--- config.mk ---
export PLATFORM = sky130hd
export DESIGN_NAME = space_saving_heavy_hitters_core
export DESIGN_NICKNAME = d
export VERILOG_FILES = /design/src/rtl/core/sshh_pkg.sv /design/src/rtl/core/sshh_front.sv /design/src/rtl/core/sshh_back.sv /design/src/rtl/core/space_saving_heavy_hitters_core.sv
export SDC_FILE = /design/constraint.sdc
export NUM_CORES = 2
export LEC_CHECK = 0
export ABC_AREA = 0
export ABC_CLOCK_PERIOD_IN_PS = 18900
export BUFFER_PORTS_ARGS = -buffer_cell sky130_fd_sc_hd__buf_2
export CORE_MARGIN = 2
export CORE_UTILIZATION = 30
export DETAILED_ROUTE_END_ITERATION = 10
export GPL_TIMING_DRIVEN = 0
export MAX_ROUTING_LAYER = met4
export SETUP_SLACK_MARGIN = 0.2
export SLEW_MARGIN = 20
export SYNTH_ARGS = -nofsm -noshare
export SYNTH_HDL_FRONTEND = slang
export SYNTH_SLANG_ARGS = --single-unit
--- constraint.sdc ---
create_clock -name clk -period 18.9 [get_ports clk]
set_input_delay 0.945 -clock clk [delete_from_list [all_inputs] [get_ports clk]]
set_output_delay 0.945 -clock clk [all_outputs]
set_load 0.05 [all_outputs]
--- src/rtl/core/sshh_pkg.sv ---
// Shared types, command codes and helpers for the frequent-item table core.
// No dependencies; used by sshh_front, sshh_back and the top level.
package sshh_pkg;

  // Command codes carried on the command input
  localparam logic [1:0] OP_UPDATE   = 2'd0;
  localparam logic [1:0] OP_ESTIMATE = 2'd1;
  localparam logic [1:0] OP_REPORT   = 2'd2;

  // Report length limit and the width of a counter that holds it
  localparam int MAX_RESULTS = 16;
  localparam int RES_CW      = $clog2(MAX_RESULTS + 1);

  // One queued item after classification
  typedef struct packed {
    logic [1:0]  op;
    logic [31:0] item_key;
    logic [15:0] weight;
    logic [15:0] error_increment;
    logic [31:0] threshold;
  } cmd_t;

  // Saturating add of a 16-bit increment to a 32-bit total
  function automatic logic [31:0] sat_add(input logic [31:0] a, input logic [15:0] b);
    logic [32:0] s;
    s = {1'b0, a} + {17'd0, b};
    return s[32] ? 32'hFFFF_FFFF : s[31:0];
  endfunction

endpackage

--- src/rtl/core/sshh_front.sv ---
// Front end: accepts items, drops those with no effect, queues the rest.
// Depends on sshh_pkg.
module sshh_front (
  input  logic               clk,
  input  logic               rst,
  input  logic               start,
  output logic               busy,
  input  logic [1:0]         command,
  input  logic [31:0]        item_key,
  input  logic [15:0]        weight,
  input  logic [15:0]        error_increment,
  input  logic [31:0]        threshold,
  output logic               q_valid,
  output sshh_pkg::cmd_t     q_head,
  input  logic               q_pop
);

  sshh_pkg::cmd_t entry [2];
  logic           wr_ptr;
  logic           rd_ptr;
  logic [1:0]     count;
  logic           accept;
  logic           keep;
  logic           push;

  assign busy    = (count == 2'd2);
  assign accept  = start && !busy;
  assign q_valid = (count != 2'd0);
  assign q_head  = entry[rd_ptr];

  // Classify: zero-weight updates and unknown codes need no work
  assign keep = ((command == sshh_pkg::OP_UPDATE) && (weight != 16'd0)) ||
                (command == sshh_pkg::OP_ESTIMATE) ||
                (command == sshh_pkg::OP_REPORT);
  assign push = accept && keep;

  // Store the queued item
  always_ff @(posedge clk) begin
    if (push) begin
      entry[wr_ptr] <= '{op: command, item_key: item_key, weight: weight,
                         error_increment: error_increment, threshold: threshold};
    end
  end

  // Advance pointers and occupancy
  always_ff @(posedge clk) begin
    if (rst) begin
      wr_ptr <= 1'b0;
      rd_ptr <= 1'b0;
      count  <= 2'd0;
    end else begin
      if (push) wr_ptr <= !wr_ptr;
      if (q_pop) rd_ptr <= !rd_ptr;
      count <= count + {1'b0, push} - {1'b0, q_pop};
    end
  end

endmodule

--- src/rtl/core/sshh_back.sv ---
// Back end: slot table memory, scan engine for match, minimum and report order.
// Depends on sshh_pkg.
module sshh_back #(
  parameter int SLOTS = 16
) (
  input  logic               clk,
  input  logic               rst,
  input  logic               q_valid,
  input  sshh_pkg::cmd_t     q_head,
  output logic               q_pop,
  output logic               strobe,
  output logic [31:0]        result_item,
  output logic [31:0]        result_count,
  output logic [31:0]        result_error,
  output logic               held,
  output logic               last
);

  localparam int IW = $clog2(SLOTS);
  localparam logic [IW-1:0] LAST_IDX = IW'(SLOTS - 1);

  localparam logic [2:0] S_IDLE  = 3'd0;
  localparam logic [2:0] S_SCAN  = 3'd1;
  localparam logic [2:0] S_WRITE = 3'd2;
  localparam logic [2:0] S_EST   = 3'd3;
  localparam logic [2:0] S_RSTEP = 3'd4;
  localparam logic [2:0] S_RFIN  = 3'd5;
  localparam logic [2:0] S_DONE  = 3'd6;

  logic [31:0] mem_key   [SLOTS];
  logic [31:0] mem_count [SLOTS];
  logic [31:0] mem_error [SLOTS];
  logic [SLOTS-1:0] occ;

  logic [2:0]    state;
  logic [IW-1:0] idx;
  logic          iss;
  logic          rd_v;
  logic [IW-1:0] rd_i;
  logic [31:0]   rd_key, rd_count, rd_error;
  logic          rd_occ;
  logic [31:0]   e_key, e_count, e_error;

  logic          match_f;
  logic [IW-1:0] match_i;
  logic [31:0]   match_count, match_error;
  logic [IW-1:0] min_i;
  logic [31:0]   min_count;

  logic          best_f;
  logic [IW-1:0] best_i;
  logic [31:0]   best_key, best_count, best_error;
  logic          best_occ;
  logic          prev_v;
  logic [IW-1:0] prev_i;
  logic [31:0]   prev_count;
  logic          pend_v;
  logic [31:0]   pend_key, pend_count, pend_error;
  logic          pend_occ;
  logic [sshh_pkg::RES_CW-1:0] sent;

  logic          cand;
  logic          wr_en;
  logic [IW-1:0] wr_i;
  logic [31:0]   wr_count, wr_error;

  // Mask free slots to their reset value
  assign e_key   = rd_occ ? rd_key   : 32'd0;
  assign e_count = rd_occ ? rd_count : 32'd0;
  assign e_error = rd_occ ? rd_error : 32'd0;

  // Report candidate: meets threshold and follows the previous pick in order
  assign cand = (e_count >= q_head.threshold) &&
                (!prev_v || (e_count > prev_count) ||
                 ((e_count == prev_count) && (rd_i > prev_i)));

  // Update target and new totals
  assign wr_en    = (state == S_WRITE);
  assign wr_i     = match_f ? match_i : min_i;
  assign wr_count = sshh_pkg::sat_add(match_f ? match_count : min_count, q_head.weight);
  assign wr_error = sshh_pkg::sat_add(match_f ? match_error : min_count,
                                      q_head.error_increment);
  assign q_pop    = (state == S_DONE);

  // Slot memory: one write port, one registered read port
  always_ff @(posedge clk) begin
    if (wr_en) begin
      mem_key[wr_i]   <= q_head.item_key;
      mem_count[wr_i] <= wr_count;
      mem_error[wr_i] <= wr_error;
    end
    if (iss) begin
      rd_key   <= mem_key[idx];
      rd_count <= mem_count[idx];
      rd_error <= mem_error[idx];
      rd_occ   <= occ[idx];
    end
    rd_i <= idx;
  end

  // Occupied flags
  always_ff @(posedge clk) begin
    if (rst) begin
      occ <= '0;
    end else if (wr_en) begin
      occ[wr_i] <= 1'b1;
    end
  end

  // Sequencer and scan bookkeeping
  always_ff @(posedge clk) begin
    if (rst) begin
      state  <= S_IDLE;
      iss    <= 1'b0;
      rd_v   <= 1'b0;
      idx    <= '0;
      strobe <= 1'b0;
      pend_v <= 1'b0;
      prev_v <= 1'b0;
      sent   <= '0;
    end else begin
      strobe <= 1'b0;
      rd_v   <= iss;
      if (iss) begin
        idx <= idx + IW'(1);
        if (idx == LAST_IDX) iss <= 1'b0;
      end
      case (state)
        S_IDLE: begin
          if (q_valid) begin
            idx     <= '0;
            iss     <= 1'b1;
            match_f <= 1'b0;
            best_f  <= 1'b0;
            prev_v  <= 1'b0;
            pend_v  <= 1'b0;
            sent    <= '0;
            state   <= S_SCAN;
          end
        end
        S_SCAN: begin
          if (rd_v) begin
            // Track first match and first least count
            if (!match_f && rd_occ && (rd_key == q_head.item_key)) begin
              match_f     <= 1'b1;
              match_i     <= rd_i;
              match_count <= rd_count;
              match_error <= rd_error;
            end
            if ((rd_i == '0) || (e_count < min_count)) begin
              min_i     <= rd_i;
              min_count <= e_count;
            end
            // Track least qualifying slot for the report pass
            if (cand && (!best_f || (e_count < best_count))) begin
              best_f     <= 1'b1;
              best_i     <= rd_i;
              best_key   <= e_key;
              best_count <= e_count;
              best_error <= e_error;
              best_occ   <= rd_occ;
            end
            if (rd_i == LAST_IDX) begin
              case (q_head.op)
                sshh_pkg::OP_UPDATE:   state <= S_WRITE;
                sshh_pkg::OP_ESTIMATE: state <= S_EST;
                default:               state <= S_RSTEP;
              endcase
            end
          end
        end
        S_WRITE: begin
          state <= S_DONE;
        end
        S_EST: begin
          strobe       <= 1'b1;
          result_item  <= q_head.item_key;
          result_count <= match_f ? match_count : min_count;
          result_error <= 32'd0;
          held         <= match_f;
          last         <= 1'b1;
          state        <= S_DONE;
        end
        S_RSTEP: begin
          if (best_f) begin
            // Emit the held pick, hold the new one until the next is known
            if (pend_v) begin
              strobe       <= 1'b1;
              result_item  <= pend_key;
              result_count <= pend_count;
              result_error <= pend_error;
              held         <= pend_occ;
              last         <= 1'b0;
            end
            pend_v     <= 1'b1;
            pend_key   <= best_key;
            pend_count <= best_count;
            pend_error <= best_error;
            pend_occ   <= best_occ;
            sent       <= sent + sshh_pkg::RES_CW'(pend_v);
            if ((32'(sent) + 32'(pend_v) + 32'd1) >= 32'(sshh_pkg::MAX_RESULTS)) begin
              state <= S_RFIN;
            end else begin
              prev_v     <= 1'b1;
              prev_i     <= best_i;
              prev_count <= best_count;
              best_f     <= 1'b0;
              idx        <= '0;
              iss        <= 1'b1;
              state      <= S_SCAN;
            end
          end else begin
            state <= pend_v ? S_RFIN : S_DONE;
          end
        end
        S_RFIN: begin
          strobe       <= 1'b1;
          result_item  <= pend_key;
          result_count <= pend_count;
          result_error <= pend_error;
          held         <= pend_occ;
          last         <= 1'b1;
          state        <= S_DONE;
        end
        S_DONE: begin
          state <= S_IDLE;
        end
        default: begin
          state <= S_IDLE;
        end
      endcase
    end
  end

`ifndef NO_ASSERTIONS
  // A table write only follows a finished scan
  a_write_after_scan: assert property (@(posedge clk) disable iff (rst)
    (state == S_WRITE) |-> $past(state == S_SCAN))
    else $error("slot write without a preceding scan");

  // Occupied slots never become free
  a_occ_sticky: assert property (@(posedge clk) disable iff (rst)
    !$past(rst) |-> (($past(occ) & ~occ) == '0))
    else $error("occupied flag cleared");

  // No read data is pending while idle
  a_idle_quiet: assert property (@(posedge clk) disable iff (rst)
    (state == S_IDLE) |-> (!rd_v && !iss))
    else $error("scan activity while idle");

  // Report never exceeds its length limit
  a_sent_limit: assert property (@(posedge clk) disable iff (rst)
    32'(sent) < 32'(sshh_pkg::MAX_RESULTS))
    else $error("report length exceeded");
`endif

endmodule

--- src/rtl/core/space_saving_heavy_hitters_core.sv ---
// Top level of the frequent-item table: front queue plus back scan engine.
// Depends on sshh_pkg, sshh_front and sshh_back.
//
// Items are taken when start is high and busy is low; busy rises only when the
// two-entry command queue is full. Each queued item is carried out by one scan
// engine that reads the slot memory one slot per cycle: an update or an estimate
// takes one full slot scan, and a report repeats the scan for each result until
// none is left or the length limit is reached. Zero-weight updates and unknown
// commands are dropped at the front. Results appear on the result ports for a
// single cycle with strobe high and must be taken then; there is no way to hold
// them off.
module space_saving_heavy_hitters_core #(
  parameter int SLOTS = 16
) (
  input  logic        clk,
  input  logic        rst,
  input  logic        start,
  output logic        busy,
  input  logic [1:0]  command,
  input  logic [31:0] item_key,
  input  logic [15:0] weight,
  input  logic [15:0] error_increment,
  input  logic [31:0] threshold,
  output logic        strobe,
  output logic [31:0] result_item,
  output logic [31:0] result_count,
  output logic [31:0] result_error,
  output logic        held,
  output logic        last
);

  logic           q_valid;
  logic           q_pop;
  sshh_pkg::cmd_t q_head;

  // Accept and classify
  sshh_front u_front (
    .clk(clk), .rst(rst), .start(start), .busy(busy),
    .command(command), .item_key(item_key), .weight(weight),
    .error_increment(error_increment), .threshold(threshold),
    .q_valid(q_valid), .q_head(q_head), .q_pop(q_pop)
  );

  // Execute against the slot table
  sshh_back #(.SLOTS(SLOTS)) u_back (
    .clk(clk), .rst(rst), .q_valid(q_valid), .q_head(q_head), .q_pop(q_pop),
    .strobe(strobe), .result_item(result_item), .result_count(result_count),
    .result_error(result_error), .held(held), .last(last)
  );

endmodule
# After elaboration in Yosys (flattened, before gate mapping)
# Memory sizes are Yosys's and may differ from the RTL's. A register that Yosys moved wholly into a read port is not among the register bits.
# Cells that the tools add are included.
[totals] regBits=480 latchBits=0 mem_bits_rw=1732 romBits=0 input_bits=101 out_inout_bits=100 word_cells=199 mem_count=4
[memory_table] memory="u_back.mem_count" depth=16 width=32 read_ports=1 rd_ports_with_merged_regs=1 wr=1 line_no="sshh_back.sv:31" source="logic [31:0] mem_count [SLOTS];"
[memory_table] memory="u_back.mem_error" depth=16 width=32 read_ports=1 rd_ports_with_merged_regs=1 wr=1 line_no="sshh_back.sv:32" source="logic [31:0] mem_error [SLOTS];"
[memory_table] memory="u_back.mem_key" depth=16 width=32 read_ports=1 rd_ports_with_merged_regs=1 wr=1 line_no="sshh_back.sv:30" source="logic [31:0] mem_key [SLOTS];"
[memory_table] memory="u_front.entry" depth=2 width=98 read_ports=1 rd_ports_with_merged_regs=1 wr=1 line_no="sshh_front.sv:18" source="sshh_pkg::cmd_t entry [2];"
[op_classes] add_sub_neg=8 mul=0 n_div=0 n_lt_le_gt_ge=9 eq_ne=22 shift=0 n_mux=70 bitwise=3 n_reduce_logical=46
[ops] op="32-bit 2-to-1 mux" n=11
[ops] op="32-bit one-hot mux with 3 select lines" n=3
[ops] op="32-bit by 16-bit adder with 33-bit output" n=2
[ops] op="32-bit equality test" n=2
[ops] op="32-bit < comparator" n=2
[ops] op="32-bit by 1-bit adder with 32-bit output, second input constant" n=1
[ops] op="32-bit greater-or-equal comparator" n=1
[ops] op="32-bit by 5-bit greater-or-equal comparator with 1-bit output, second input constant" n=1
[ops] op="32-bit greater-than comparator" n=1
[ops] op="1-bit 2-to-1 mux" n=29
[ops] op="4-bit AND reduction" n=7
[ops] op="4-bit 2-to-1 mux" n=5
[ops] op="16-bit OR" n=1
[ops] op="16-bit nonzero test" n=1
[ops] op="3-bit 2-to-1 mux" n=5
[ops] op="2-bit by 1-bit inequality test with 1-bit output, second input constant" n=6
[ops] op="1-bit one-hot mux with 2 select lines" n=6
[ops] op="3-bit one-hot mux with 4 select lines" n=1
[ops] op="4-bit by 5-bit < comparator with 1-bit output, second input constant" n=2
[ops] op="5-bit 2-to-1 mux" n=2
[ops] op="5-bit one-hot mux with 2 select lines" n=1
[ops] op="5-bit AND reduction" n=2
[ops] op="3-bit equality test, second input constant" n=3
[ops] op="1-bit logical AND" n=9
[ops] op="other kinds (30)" n=54

# Depth between registers and ports, before layout
[depth] word_depth=9 ltp_mapped=20 ltp_nobuf=13

# Modules after synthesis
# From an unflattened synthesis, not the netlist that was laid out.
[unflattened] cells_unflattened=4563 area_unflattened_um2=91171.2
[modules_own_cells] mod="sshh_back" n_inst=1 cells_per_inst=4224 area_per_inst_um2=83846.7 seq_area_each_um2=62930.4
[modules_own_cells] mod="sshh_front" n_inst=1 cells_per_inst=339 area_per_inst_um2=7324.5 seq_area_each_um2=5985.7

# Worst setup path before layout
# Ideal clock, no wire load.
[synth_timing] path_type="reg-to-reg" from="register with a tool-made name" to="register u_back.best_count[0] (enable)" setup_ns=0.685 arrival_time_ns=9.666 t_required_ns=18.215 slack_ns=8.549 path_stages_with_launch=14 path_buffers=4 synth_period_minus_slack_ns=10.351 cell_sequence="dfxtp_1 buf_4 buf_2 clkbuf_1 clkbuf_1 mux2i_1 ha_1 nand4_1 nor2_1 and3_1 nand2_1 nor4_1 a211oi_1 nor3_1"
[synth_lines] item="end signal, assigned" line_no="sshh_back.sv:159" source="best_count <= e_count;"
[synth_lines] item="end, declared" line_no="sshh_back.sv:52" source="logic [31:0] best_key, best_count, best_error;"

# Final worst setup path
[layout_timing] from="register u_back.match_f" to="memory u_back.mem_error[14][29], data pin"
[layout_via] elab_chain_cells=3
[layout_lines] item="start, declared" line_no="sshh_back.sv:44" source="logic match_f;"
[layout_lines] item="start signal, assigned" line_no="sshh_back.sv:133" source="match_f <= 1'b0;"
[layout_lines] item="start signal, assigned" line_no="sshh_back.sv:145" source="match_f <= 1'b1;"
[layout_lines] item="32-bit 2-to-1 mux" line_no="sshh_back.sv:81" source="assign wr_error = sshh_pkg::sat_add(match_f ? match_error : min_count,"
[layout_lines] item="32-bit by 16-bit adder with 33-bit output" line_no="sshh_pkg.sv:26" source="s = {1'b0, a} + {17'd0, b};"
[layout_lines] item="32-bit 2-to-1 mux" line_no="sshh_pkg.sv:27" source="return s[32] ? 32'hFFFF_FFFF : s[31:0];"
[layout_lines] item="via u_back.wr_error[29]" line_no="sshh_back.sv:65" source="logic [31:0] wr_count, wr_error;"
[layout_lines] item="end, declared" line_no="sshh_back.sv:32"
# The timed path passes the listed nets, and every way through them passes these cells.

==> flow_summary.yaml <==
outcome:
  status: "complete, no violations"
clock_tree:
  cts_htree_levels: 4
  cts_sinks: 2309
  cts_buffers: 225
  ctsLongestPathBuffers: 4
  post-cts-setup-buffers: 0
  post_cts_resized: 0
  root_buffer: "clkbuf_16"
  clk_latency_ps: 880
  clkTransAtPathRegs_ps: 70
  ctsHoldBuffers: 0
  cts_tree: "done"
timing:
  relSlewSlack_pct: 18.7
  tightestPinTransition_ps: 1220
  finalHoldViolations: 0
  fmax_ghz: 0.125
  setup_viol: 0
  clock_skew_ps: 73.0
  rsz0062_at_grt: "false"
  tns_ps: 0
  min_period_ps: 8020
  hold_slack_ps: 255
  period_share_pct: 42.4
  slew_viol_final: 0
placement:
  dpl.hpwl_mm: 179
  io_buffers: 200
  gp_congestion: 0.923
  dp.cells: 8901
worst_setup_path:
  rr_worst_depth: 20
  cp-startpoint: "u_back.match_f$_DFFE_PP_"
  crit_family: "buffers and inverters"
  r2r_start: "u_back.match_f$_DFFE_PP_"
  worstSetupStartpointType: "flop"
  crit_chain: "buf_6, buf_2, buf_1, clkbuf_1, buf_1, buf_1, nand2_1, nand2_1, ha_1, inv_1, fa_1, nand2b_1, a21oi_1, o22ai_1, o21ai_1, a221o_1, buf_2, nand4_1, buf_2, nand2_1"
  required_ps: 19470
  worstPathBufferInverterCount: 9
  cpPeakStageDelay_ps: 880
  reg2reg_to: "u_back.mem_error[14][29]$_DFFE_PP_"
  crit_cells: 20
  worstSetupPathType: "reg2reg"
  cp-end-kind: "flop"
  r2r_slack_ps: 10880
  path_max_fanout: 16
  arrival_ps: 8590
  slowest_stage: "buf_1"
synth:
  synthArstFlopShare_pct: 0
  synth_top_area_share_pct: 75.0
  yosys_warnings: 0
  synth-edff-count: 2267
  yosys.area.top_type: "edfxtp_1"
  synthDistinctLibCells: 73
  ys_ff_latch: 2309
  yosys_most_used_dff: "edfxtp_1"
  syn_inst: 4551
  synthTopCellsByArea: "edfxtp_1 (75%), mux4_2 (12%), ha_1 (2.2%)"
  seq_area_frac_synth_pct: 75.9
  syn-num-nets: 4817
  syn_area_um2: 90800
  syn-mean-instance-area_um2: 20.0
hold_path:
  min-delay-start: "threshold[0]"
  hp-class: "in2reg"
  min_to: "u_front.entry[0][0]$_DFFE_PP_"
  whs_path_depth: 1
global_route:
  antenna_found_initial: 18
  grtUsageTotal_pct: 16.9
  grt_overflow: 0
  grt_pass1_wl_mm: 359
  grt_max_degree: 38
  grt_pass1_vias: 47000
cells_and_area:
  utilization_pct: 35.7
  final_common_cell: "edfxtp_1"
  layout-drive-gt1-share_pct: 24.8
  layout-area-overhead-vs-synth_pct: 18.8
  final_cells: 9308
  seqCellArea_um2: 68900
  multiInputGateArea_um2: 20900
  fin_nets: 5417
  fill_cells: 27700
  final_cell_mix: "edfxtp_1 (2,267), mux4_2 (485), clkbuf_16 (227)"
routing:
  drc: 0
  drt-pass1-iter-count: 7
  drt-total-wl_mm: 258
  avgViaCountPerCell: 5.13
  drt-initial-drc-count: 6232
  routedWlPerCell_um: 27.7
  via_count: 47700
  drt.antenna.violating_nets: 0
floorplan:
  boundaryPins: 201
  coreArea_um2: 302000
  dieHeight_um: 554
  start_util_pct: 30.1
  rows: 202
  fp.dieW_um: 554
  dieArea_um2: 307000
flow_run:
  drv_cap: 0
power:
  ir_drop_v: 0.0000689
  leakagePower_uw: 0.0347
  powerDensity_nw_per_um2: 112
per-stage QoR:
| stage | total power (uW) | cell area, um^2 | setup WS [ps] |
|---|---|---|---|
| floorplan | 7170 | 90800 | 8550 |
| detailed placement | 7860 | 101000 | 11170 |
| finish | 12100 | 108000 | 10880 |
| global route | 12500 | 108000 | 10730 |
| CTS | 12200 | 108000 | 11150 |
| global placement | 7790 | 96800 | -1290 |
report_power, final:
part | internal [uW] | leakage, uW | switching [uW]
combinational | 605 | 0.0105 | 1110
clock | 2420 | 0.00339 | 1910
sequential | 5990 | 0.0209 | 66.1
sequential cells by signal, summed over array words and instances (netlist names), 196 cells and up, named ones only:
signal,count
u_back.mem_key,512
u_back.mem_error,512
u_back.mem_count,512
u_front.entry,196
layout make-up:
class	instances	area share, %
inverter	156	0.543
multi-input combinational	1909	19.3
buffer	177	0.708
antenna	8	0.0186
clock buffer	276	5.46
sequential	2309	63.9
tap	3978	4.61
clock inverter	122	0.963
timing repair buffer	373	4.45
worst reg2reg max path, stage by stage, from the launching register on:
cell and delay, ps:
edfxtp_1 580, buf_6 210, buf_2 260, buf_1 470, clkbuf_1 550, buf_1 650, buf_1 890, nand2_1 110
nand2_1 110, ha_1 220, inv_1 70, fa_1 410, nand2b_1 180, a21oi_1 420, o22ai_1 230, o21ai_1 430
a221o_1 230, buf_2 280, nand4_1 440, buf_2 440, nand2_1 520
kinds of logic after synthesis:
group           after synthesis  synth area share (%)
compound gates              393                  2.71
xor+xnor                     66                 0.637
fa+ha+maj                   166                  2.30
buf+inv                     333                  1.41
flops                      2309                  75.9
mux                         605                  13.4
simple gates                679                  3.65
Yosys cell counts (13+ instances only):
library cell and number:
mux2_2 35, nor2b_1 21, nor3_1 26, nand2_1 161
nor4_1 19, dfxtp_1 42, a211oi_1 15, clkbuf_1 133
a21oi_1 148, mux4_2 485, edfxtp_1 2267, ha_1 163
nand4_1 29, xor2_1 16, o21a_1 13, o21ai_0 65
nor2_1 200, nand3_1 32, mux2i_1 85, inv_1 156
buf_1 30, and2_1 133, xnor2_1 50, o211ai_1 16
a31oi_1 32, a21o_1 46, nand2b_1 15
metal layers:
layer	vias to the layer above	global-route usage, %	part of all wire (%)	wire [um]
met5	-	-	0	0
met4	0	5.01	3.3	8460
met3	403	3.08	8.7	22400
met2	2426	25.3	45	117000
met1	25200	23.4	43	110000
li1	19700	-	-	-
how the worst max path moves through the flow:
stage                                                     to  slack (ps)
after floorplan               u_back.best_count[0]$_DFFE_PP_        8550
after global placement      u_back.best_key[4]$_SDFFCE_PN0P_       -1290
after detailed placement  u_back.mem_count[10][18]$_DFFE_PP_       11170
after CTS                  u_back.mem_count[6][18]$_DFFE_PP_       11150
after global routing       u_back.mem_error[14][2]$_DFFE_PP_       10730
final                     u_back.mem_error[14][29]$_DFFE_PP_       10880
No activity file was read; power rests on OpenSTA's default activity.
